--- src/rtl/sorted_array_priority_queue_core_assert.svh ---
// ----------------------------------------------------------------------------
// sorted array priority queue assertion macros
// shared property forms for the queue core checks
// ----------------------------------------------------------------------------
`ifndef SORTED_ARRAY_PRIORITY_QUEUE_CORE_ASSERT_SVH
`define SORTED_ARRAY_PRIORITY_QUEUE_CORE_ASSERT_SVH

// same-cycle implication
`define SAPQ_ASSERT_NOW(lbl, ante, cons, msg) \
    lbl: assert property (@(posedge aclk) disable iff (!aresetn) (ante) |-> (cons)) \
        else $error(msg);

// next-cycle implication
`define SAPQ_ASSERT_NEXT(lbl, ante, cons, msg) \
    lbl: assert property (@(posedge aclk) disable iff (!aresetn) (ante) |=> (cons)) \
        else $error(msg);

`endif

--- src/rtl/sapq_pkg.sv ---
// ----------------------------------------------------------------------------
// sapq_pkg
// types, codes and defaults shared by the sorted array priority queue
// ----------------------------------------------------------------------------
`timescale 1ns / 1ps

package sapq_pkg;

    localparam int DEPTH_DEFAULT = 8;
    localparam int VALUE_W       = 32;
    localparam int STATUS_W      = 2;
    localparam int COUNT_W       = 4;
    localparam int M_TDATA_W     = 40;

    typedef logic signed [VALUE_W-1:0]  value_t;
    typedef logic        [STATUS_W-1:0] status_t;
    typedef logic        [COUNT_W-1:0]  count_t;

    localparam logic REQ_INSERT = 1'b0;
    localparam logic REQ_DELETE = 1'b1;

    localparam status_t ST_OK        = 2'd0;
    localparam status_t ST_FULL      = 2'd1;
    localparam status_t ST_EMPTY     = 2'd2;
    localparam status_t ST_NOT_FOUND = 2'd3;

    typedef struct packed {
        logic load;
        logic exec;
    } cmd_t;

endpackage

--- src/rtl/sapq_ctrl.sv ---
// ----------------------------------------------------------------------------
// sapq_ctrl
// request sequencer: takes an item, runs one update, holds the result valid
// ----------------------------------------------------------------------------
`timescale 1ns / 1ps

module sapq_ctrl
    import sapq_pkg::*;
(
    input  logic aclk,
    input  logic aresetn,
    input  logic s_tvalid,
    output logic s_tready,
    output logic m_tvalid,
    input  logic m_tready,
    output cmd_t cmd
);

    localparam logic ST_IDLE = 1'b0;
    localparam logic ST_EXEC = 1'b1;

    logic state_reg, state_next;
    logic out_valid_reg, out_valid_next;

    always_comb begin
        state_next     = state_reg;
        out_valid_next = out_valid_reg;
        cmd            = '0;
        if (out_valid_reg && m_tready) begin
            out_valid_next = 1'b0;
        end
        case (state_reg)
            ST_IDLE: begin
                if (s_tvalid) begin
                    cmd.load   = 1'b1;
                    state_next = ST_EXEC;
                end
            end
            ST_EXEC: begin
                if (!out_valid_reg || m_tready) begin
                    cmd.exec       = 1'b1;
                    out_valid_next = 1'b1;
                    state_next     = ST_IDLE;
                end
            end
            default: begin
                state_next = ST_IDLE;
            end
        endcase
    end

    always_ff @(posedge aclk) begin
        if (!aresetn) begin
            state_reg     <= ST_IDLE;
            out_valid_reg <= 1'b0;
        end else begin
            state_reg     <= state_next;
            out_valid_reg <= out_valid_next;
        end
    end

    assign s_tready = (state_reg == ST_IDLE);
    assign m_tvalid = out_valid_reg;

endmodule

--- src/rtl/sapq_datapath.sv ---
// ----------------------------------------------------------------------------
// sapq_datapath
// chain of compare-and-shift cells holding the sorted entries, plus result reg
// ----------------------------------------------------------------------------
`timescale 1ns / 1ps

module sapq_datapath
    import sapq_pkg::*;
#(
    parameter int DEPTH = DEPTH_DEFAULT
) (
    input  logic    aclk,
    input  logic    aresetn,
    input  cmd_t    cmd,
    input  logic    req_type,
    input  value_t  value,
    output status_t status,
    output count_t  count,
    output logic    head_valid,
    output value_t  head_value
);

    localparam int CNT_W = $clog2(DEPTH + 1);

    logic             req_type_reg;
    value_t           value_reg;
    value_t           entries_reg [DEPTH];
    logic [CNT_W-1:0] count_reg, count_next;

    status_t          status_reg;
    count_t           count_out_reg;
    logic             head_valid_reg;
    value_t           head_value_reg;

    logic [DEPTH-1:0] live, ge, eq, ins_mark, del_mark;
    value_t           ins_val [DEPTH];
    value_t           del_val [DEPTH];
    value_t           nxt_val [DEPTH];

    logic    full, empty, found, wr_ins, wr_del;
    status_t status_next;

    assign full  = (count_reg == CNT_W'(DEPTH));
    assign empty = (count_reg == '0);
    assign found = |eq;

    assign wr_ins = (req_type_reg == REQ_INSERT) && !full;
    assign wr_del = (req_type_reg == REQ_DELETE) && found;

    genvar k;
    generate
        for (k = 0; k < DEPTH; k++) begin : g_cell
            assign live[k]     = (CNT_W'(k) < count_reg);
            assign ge[k]       = live[k] && (value_reg >= entries_reg[k]);
            assign eq[k]       = live[k] && (value_reg == entries_reg[k]);
            assign ins_mark[k] = ge[k] || !live[k];

            if (k == 0) begin : g_first
                assign del_mark[k] = eq[k];
                assign ins_val[k]  = ins_mark[k] ? value_reg : entries_reg[k];
            end else begin : g_rest
                assign del_mark[k] = del_mark[k-1] | eq[k];
                assign ins_val[k]  = !ins_mark[k]  ? entries_reg[k]
                                   : ins_mark[k-1] ? entries_reg[k-1] : value_reg;
            end

            if (k == DEPTH - 1) begin : g_last
                assign del_val[k] = entries_reg[k];
            end else begin : g_mid
                assign del_val[k] = del_mark[k] ? entries_reg[k+1] : entries_reg[k];
            end

            assign nxt_val[k] = wr_ins ? ins_val[k] : wr_del ? del_val[k] : entries_reg[k];

            always_ff @(posedge aclk) begin
                if (cmd.exec) begin
                    entries_reg[k] <= nxt_val[k];
                end
            end
        end
    endgenerate

    always_comb begin
        count_next  = count_reg;
        status_next = ST_OK;
        if (req_type_reg == REQ_INSERT) begin
            if (full) begin
                status_next = ST_FULL;
            end else begin
                count_next = count_reg + 1'b1;
            end
        end else begin
            if (empty) begin
                status_next = ST_EMPTY;
            end else if (!found) begin
                status_next = ST_NOT_FOUND;
            end else begin
                count_next = count_reg - 1'b1;
            end
        end
    end

    always_ff @(posedge aclk) begin
        if (cmd.load) begin
            req_type_reg <= req_type;
            value_reg    <= value;
        end
        if (cmd.exec) begin
            status_reg     <= status_next;
            count_out_reg  <= COUNT_W'(count_next);
            head_valid_reg <= (count_next != '0);
            head_value_reg <= (count_next != '0) ? nxt_val[0] : '0;
        end
    end

    always_ff @(posedge aclk) begin
        if (!aresetn) begin
            count_reg <= '0;
        end else if (cmd.exec) begin
            count_reg <= count_next;
        end
    end

    assign status     = status_reg;
    assign count      = count_out_reg;
    assign head_valid = head_valid_reg;
    assign head_value = head_value_reg;

endmodule

--- src/rtl/sorted_array_priority_queue_core.sv ---
// ----------------------------------------------------------------------------
// sorted_array_priority_queue_core
// descending sorted queue of signed values with insert and delete requests
//
//  channel | dir | handshake           | payload
//  s_      | in  | s_tvalid / s_tready | s_tuser req_type, s_tdata value
//  m_      | out | m_tvalid / m_tready | m_tdata status, count, head
//
// an item first has its request registered, then gets the
// compare-and-shift pass over all cells and the result register load
// a new item is taken while the previous result still waits on m_tready
// the update stalls in its compare-and-shift step while a result is held unaccepted
// aresetn (a synchronous reset) empties the queue; entry contents are left as they are
// ----------------------------------------------------------------------------
`timescale 1ns / 1ps

`include "sorted_array_priority_queue_core_assert.svh"

module sorted_array_priority_queue_core
    import sapq_pkg::*;
#(
    parameter int DEPTH = DEPTH_DEFAULT
) (
    input  logic                 aclk,
    input  logic                 aresetn,
    input  logic                 s_tvalid,
    output logic                 s_tready,
    input  logic                 s_tuser,   // [0] req_type
    input  logic [VALUE_W-1:0]   s_tdata,   // [31:0] value
    output logic                 m_tvalid,
    input  logic                 m_tready,
    output logic [M_TDATA_W-1:0] m_tdata    // [1:0] status, [5:2] count,
                                            // [6] head_valid, [38:7] head_value
);

    cmd_t    cmd;
    status_t status;
    count_t  count;
    logic    head_valid;
    value_t  head_value;

    sapq_ctrl u_ctrl (
        .aclk     (aclk),
        .aresetn  (aresetn),
        .s_tvalid (s_tvalid),
        .s_tready (s_tready),
        .m_tvalid (m_tvalid),
        .m_tready (m_tready),
        .cmd      (cmd)
    );

    sapq_datapath #(
        .DEPTH (DEPTH)
    ) u_datapath (
        .aclk       (aclk),
        .aresetn    (aresetn),
        .cmd        (cmd),
        .req_type   (s_tuser),
        .value      (value_t'(s_tdata)),
        .status     (status),
        .count      (count),
        .head_valid (head_valid),
        .head_value (head_value)
    );

    assign m_tdata = {1'b0, head_value, head_valid, count, status};

    `SAPQ_ASSERT_NOW(a_load_only_on_accept, cmd.load, s_tvalid && s_tready, "load without accept")
    `SAPQ_ASSERT_NEXT(a_busy_after_accept, s_tvalid && s_tready, !s_tready, "item taken while busy")
    `SAPQ_ASSERT_NEXT(a_exec_gives_result, cmd.exec, m_tvalid, "update without a result")
    `SAPQ_ASSERT_NOW(a_empty_head_zero, m_tvalid && !m_tdata[6], m_tdata[38:7] == '0, "head not zero when empty")

endmodule
--- config.mk ---
export PLATFORM = sky130hd
export DESIGN_NAME = sorted_array_priority_queue_core
export DESIGN_NICKNAME = d
export VERILOG_FILES = /design/src/rtl/sapq_pkg.sv /design/src/rtl/sapq_ctrl.sv /design/src/rtl/sapq_datapath.sv /design/src/rtl/sorted_array_priority_queue_core.sv
export VERILOG_INCLUDE_DIRS = /design/src /design/src/rtl
export SDC_FILE = /design/constraint.sdc
export NUM_CORES = 1
export LEC_CHECK = 0
export BUFFER_PORTS_ARGS = -buffer_cell sky130_fd_sc_hd__buf_2
export CAP_MARGIN = 20
export CORE_UTILIZATION = 40
export DETAILED_ROUTE_END_ITERATION = 8
export PLACE_DENSITY = 0.6
export SKIP_CTS_REPAIR_TIMING = 1
export SYNTH_ARGS = -nofsm -noshare
export SYNTH_HDL_FRONTEND = slang
export SYNTH_SLANG_ARGS = --single-unit
export TNS_END_PERCENT = 5
--- constraint.sdc ---
create_clock -name aclk -period 18.4 [get_ports aclk]
set_input_delay 3.68 -clock aclk [delete_from_list [all_inputs] [get_ports aclk]]
set_output_delay 3.68 -clock aclk [all_outputs]
set_load 0.005 [all_outputs]
==> impl_results.md, run 1 <==
- Drt first-iter violations: between 1000 and 1500
- Fin crit share: 30.0%
- Port Buffer Count: a little under 80
- Root buf cell: clkbuf_16
- Setup crit end kind: flip-flop
- Final Non-Filler Cells: 3012
- DR WL met2: 29300 um
- Initial antenna violation count: 0
- Met3 wire length: 2980 um
- Setup violators final: 0
- Top sig layer: met4
- VDD IR max: 0.0552 mV
- IO Pins: 79
- H-tree levels: 2
- M1 WL: 27600 um
- Clk_skew: 0.0178 ns
- Sequential area share after synthesis: 44.7%
- Area delta synth->final: 11.0%
- Worst-Skew Late Latency: 0.57 ns
- Post-Syn Area per Cell: 10.1 um^2
- Global-route wire length before repair: 97200 um
- Largest net degree at the start of global routing: around 110
- Top_reg_cell synth: edfxtp_1
- #FFs+latches synth: 334
- Reg clk slew, reported paths: 0.06 ns
- Crit Path Class: input pin to flip-flop
- Initial Utilization: 40.5%
- Status: complete, no violations
- Pwr dens: 81.5 nW/um^2
- Max frequency: 181 MHz
- Clock Sinks: 334
- Reg2reg start: u_datapath.value_reg[19]
- Top post-synthesis cells by area: edfxtp_1 (44%), ha_1 (15%), mux2i_1 (6.1%)
- Crit path DAT: between 5 and 6 ns
- Leading area contributor after synthesis: edfxtp_1
- Worst slew pin tran: 1.09 ns
- Post-route ant nets: 0
- Req. time, crit path: 18.63 ns
- Clk buf depth: 3
- NumNets Final: about 2500
- Reg2Reg Depth: 10
- Hold_ws: 0.511 ns
- Die Y: about 240 um
- Hold Path Class: flip-flop to flip-flop
- RSZ-0062 raised after global routing: false
- Critical Path Source: m_tready
- Total GRT Usage: 22.0%
- Post-synth ARST share: 0%
- Area of the multi-input gates: 11100 um^2
- Max FFs per register: 256
- Fill cell count: between 5000 and 6000
- FF/Latch Area: 9970 um^2
- Die ar.: 56700 um^2
- Ant. Diodes: 0
- Yosys cell types: 70
- Vias in the first global route: 17007
- Share of cells above drive strength 1: approximately a tenth
- Max-Cap Viols: 0
- Setup crit start kind: input pin
- Horiz. Die Dim: 238 um
- Final wirelength: 62300 um
- DR vias: 16924
- R2R setup slack: 13.43 ns
- Gate Count Post-Synth: 2216
- Final core occ: 44.9%
- Worst reg2reg endpoint: u_datapath.head_value[25]
- Synth warnings: 0
- Routed vias/inst: 5.62
- Clock period minus worst slack: 5.52 ns
- TritonRoute pass-1 iters: 7
- Core area: about 55000 um^2
- Per-cell routed wire length: 20.7 um
- Placed cells: 2944
- Share of the synthesized area in the top cell type: between 40 and 50%
- Gp weighted congestion: 0.864
- HPWL Detailed: about 44000 um
- Synthesized Nets: 2512
- EDFF count, synth: 328
- Final Hold Vio Count: 0
- Total CTS buffers: between 40 and 50
- DRC Markers: 0
- Max Slew Vio Count: 0
- Worst setup endpoint: u_datapath.entries_reg[1][18]
- Static Leak: 10.4 nW
- Final global-route overflow total: 0
- Relative slew slack: ~27%
- CTS tree: built
- Max FO, Critical Path: 20
- Post-Syn Area: between 20000 and 25000 um^2
- # rows: 86
- Setup TNS: 0 ns
==> where the power goes <==
group	switching [mW]	internal (mW)	leakage (nW)
Combinational	0.187	0.113	6.75
Clock	0.330	0.451	0.610
Sequential	0.0466	0.889	3.08
Total	0.564	1.45	10.4
==> cell usage after synthesis, types with 3 or more instances <==
cell	number
a21oi_1	70
buf_2	6
nor3_1	15
mux2_2	6
nand3_1	41
o211ai_1	5
nor3_2	29
o21ai_0	22
mux2_1	28
nand4_1	66
o21ai_1	139
clkbuf_1	111
nand2_1	248
nor4_1	12
mux2i_1	136
a211oi_1	7
dfxtp_1	6
inv_1	258
a31oi_1	35
o21a_1	10
buf_6	3
o221ai_1	32
nor2b_1	13
edfxtp_1	328
o31ai_1	4
and2_1	3
or2_1	3
a21o_1	94
nor2_1	130
or3_1	6
o22ai_1	35
ha_1	259
nand2b_1	7
==> kinds of logic (layout without fill, tap and decap cells) <==
logic type	after synthesis	count (layout)	share of synthesized area, %
multiplexers	170	170	7.82
flip-flops	334	334	44.7
AND/OR/NAND/NOR	591	591	12.8
AO/OA/AOI/OAI	477	477	13.5
buffers and inverters	382	430	6.60
adder cells (fa/ha/maj)	259	259	14.5
other	1	1	0.0168
XOR/XNOR	2	2	0.0785
==> critical path, stage by stage <==
cell	delay, ns
buf_2	0.07
nand2b_1	0.10
nand2_1	0.36
clkinv_2	0.13
nand2_1	0.18
a211oi_4	0.76
buf_4	0.46
==> per-stage QoR <==
| step | instance area [um^2] | total power, mW | setup WS [ns] |
|---|---|---|---|
| after floorplan | 22300 | 1.14 | 10.25 |
| after global placement | 23500 | 1.24 | 12.30 |
| after detailed placement | 23500 | 1.25 | 12.29 |
| after CTS | 24800 | 2.04 | 12.89 |
| after global routing | 24800 | 2.10 | 12.71 |
| final | 24800 | 2.02 | 12.88 |
==> per-layer routing <==
layer,track usage [%],vias to the layer above
li1,-,8085
met1,29.2,8298
met2,36.4,431
met3,2.82,110
met4,8.70,0
met5,0,-
==> layout make-up <==
cell class | instances | share of cell area [%]
multi-input cells | 1500 | 44.6
flip-flops and latches | 334 | 40.3
clock buffers | 50 | 4.45
inverters | 260 | 3.95
well taps | 748 | 3.78
repair buffers | 102 | 2.31
clock inverters | 18 | 0.586
==> worst min path at each step <==
stage / to / depth (start not counted) / slack [ns] / start
4_1_cts: u_ctrl.m_tvalid / 2 / 0.52 / u_ctrl.m_tvalid
3_5_place_dp: u_ctrl.m_tvalid / 2 / 0.51 / u_ctrl.m_tvalid
2_1_floorplan: u_ctrl.m_tvalid / 2 / 0.50 / u_ctrl.m_tvalid
5_1_grt: u_ctrl.m_tvalid / 2 / 0.55 / u_ctrl.m_tvalid
3_3_place_gp: u_ctrl.m_tvalid / 2 / 0.51 / u_ctrl.m_tvalid
6_report: u_ctrl.m_tvalid / 2 / 0.51 / u_ctrl.m_tvalid
==> cell usage in the layout (no fill, tap or decap), drive strengths merged, types with 3 or more instances in the layout <==
cell | netlist | routed
edfxtp | 328 | 328
mux2 | 34 | 34
nand2b | 7 | 7
o211ai | 5 | 5
a211oi | 7 | 7
buf | 11 | 102
o21a | 10 | 10
nand3 | 41 | 41
o221ai | 32 | 32
inv | 259 | 261
a21o | 94 | 94
a21oi | 72 | 72
o21ai | 162 | 162
nor4 | 12 | 12
mux2i | 136 | 136
clkinv | 1 | 14
or2 | 4 | 4
nor2b | 13 | 13
nor2 | 130 | 130
ha | 259 | 259
o31ai | 4 | 4
dfxtp | 6 | 6
nand2 | 248 | 248
or4 | 4 | 4
or3 | 7 | 7
and2 | 3 | 3
o22ai | 35 | 35
nand4 | 67 | 67
a31oi | 35 | 35
clkbuf | 111 | 50
nor3 | 45 | 45
Note: power is estimated with default switching activity, not from simulation.
==> inputs of run 2 (changes only) <==
--- a/config.mk
+++ b/config.mk
@@ -10,7 +10,7 @@
 export CAP_MARGIN = 20
 export CORE_UTILIZATION = 40
 export DETAILED_ROUTE_END_ITERATION = 8
-export PLACE_DENSITY = 0.6
+export PLACE_DENSITY = 0.62
 export SKIP_CTS_REPAIR_TIMING = 1
 export SYNTH_ARGS = -nofsm -noshare
 export SYNTH_HDL_FRONTEND = slang
==> constraint.sdc (replaced) <==
create_clock -name aclk -period 4.55 [get_ports aclk]
set_input_delay 0.91 -clock aclk [delete_from_list [all_inputs] [get_ports aclk]]
set_output_delay 0.91 -clock aclk [all_outputs]
set_load 0.005 [all_outputs]
==> impl_results.md, run 2 (synthesis gave the netlist of run 1 again) <==
- Status: complete, no violations
- Drt first-iter violations: ~1200
- NumNets Final: 2573
- Total GRT Usage: 21.8%
- Clk buf depth: 3
- Total CTS buffers: 39
- Placed cells: 2984
- CP max stage delay: 0.70 ns
- Max FFs per register: 256
- Sw Share: 26.8%
- Setup crit end kind: flip-flop
- Clock period minus worst slack: between 4 and 5 ns
- Core area: 55100 um^2
- Final global-route overflow total: 0
- Clock power frac: between 40 and 50%
- CP max-delay cell: edfxtp_1
- Crit Path Class: flip-flop to flip-flop
- Max frequency: 236 MHz
- Ant. Diodes: 0
- CTS tree: built
- Die ar.: 56700 um^2
- Worst slew pin tran: 1.01 ns
- Horiz. Die Dim: 238 um
- HPWL Detailed: 45100 um
- Final core occ: 45.8%
- DR vias: 17151
- Setup crit start kind: flip-flop
- Final Hold Vio Count: 0
- Critical path depth: 11
- Clk_skew: between 0.02 and 0.03 ns
- Hold Path Stages: 1
- Worst-Skew Late Latency: 0.55 ns
- TritonRoute pass-1 iters: 5
- Initial antenna violation count: 1
- VDD IR max: ~0.31 mV
- Root buf cell: clkbuf_16
- H-tree levels: 2
- Seq pwr share: between 40% and 50%
- Setup TNS: 0 ns
- Delay-heaviest family, CP: compound AO/OA/AOI/OAI gates
- Fin crit share: 93.1%
- Gp weighted congestion: 0.907
- Commonest non-fill, non-tap cell in the layout: edfxtp_1
- # rows: 86
- Int Pwr: 6.18 mW
- Pwr dens: approximately 330 nW/um^2
- DRC Markers: 0
- Crit path DAT: 4.52 ns
- IO Pins: 79
- Vias in the first global route: around 17000
- Req. time, crit path: 4.83 ns
- Share of cells above drive strength 1: 11.8%
- NetSw: approximately 2.3 mW
- Setup violators final: 0
- Clock Sinks: between 300 and 400
- Reg2Reg Depth: 11
- Port Buffer Count: between 70 and 80
- Max Slew Vio Count: 0
- Initial Utilization: 40.5%
- Global-route wire length before repair: 97300 um
- Post-route ant nets: 0
- Relative slew slack: 32.5%
- Largest net degree at the start of global routing: 160
- Area delta synth->final: 13.1%
- Worst-path cell chain: ha_1, nand4_1, nor4_1, a41oi_1, a21oi_2, nor3_4, o31ai_1, xor2_1, a2111oi_4, buf_4, nor3_1
- Max FO, Critical Path: 16
- Static Leak: around 11 nW
- Final Non-Filler Cells: 3052
- Overall power: ~8.4 mW
- Die Y: 238 um
- Gate power share: roughly 15%
- RSZ-0062 raised after global routing: false
- Per-cell routed wire length: 20.4 um
- Commonest cells after routing, fill and taps aside: edfxtp_1 (328), ha_1 (259), inv_1 (258)
- Hold Path Class: input pin to flip-flop
- Max-Cap Viols: 0
- Final wirelength: 62100 um
- Reg clk slew, reported paths: ~0.060 ns
- Routed vias/inst: 5.62
- Crit path buffers/inverters: 1
-- run 2: per-layer routing --
layer  track usage, %  routed length, um
met5                0                  0
met4             5.85               1530
met3             2.43               2990
met2             37.9              30500
met1             28.8              27200
-- run 2: cell type report --
cell class,instances,area (um^2)
fill,5203,29900
multi-input combinational,1500,11100
sequential,334,9970
clock buffer,46,1080
inverter,260,977
tap,748,936
timing repair buffer,142,923
clock inverter,22,295
-- run 2: path summary, 6_finish.rpt --
path,start,end,slack [ns]
worst max register to register,u_datapath.value_reg[9],u_datapath.head_value[22],0.31
worst min register to register,u_ctrl.m_tvalid,u_ctrl.m_tvalid,0.53
worst min-delay path,s_tdata[3],u_datapath.value_reg[3],0.53
worst max-delay path,u_datapath.value_reg[9],u_datapath.head_value[22],0.31
-- run 2: per-stage QoR --
stage	hold slack, ns	setup WS, ns	cell area [um^2]
finish	0.533	0.312	25200
detailed placement	0.526	0.241	23900
global placement	0.494	0.427	23900
floorplan	0.496	-0.916	22300
CTS	0.507	0.244	25200
global route	0.515	0.128	25200
-- run 2: power groups by stage --
stage / Sequential, mW / Combinational [mW] / Clock [mW]
4_1_cts: 3.75 / 1.25 / 3.49
3_5_place_dp: 3.82 / 1.24 / 0
5_1_grt: 3.77 / 1.41 / 3.60
3_3_place_gp: 3.82 / 1.19 / 0
6_report: 3.75 / 1.26 / 3.43
2_1_floorplan: 3.75 / 0.874 / 0
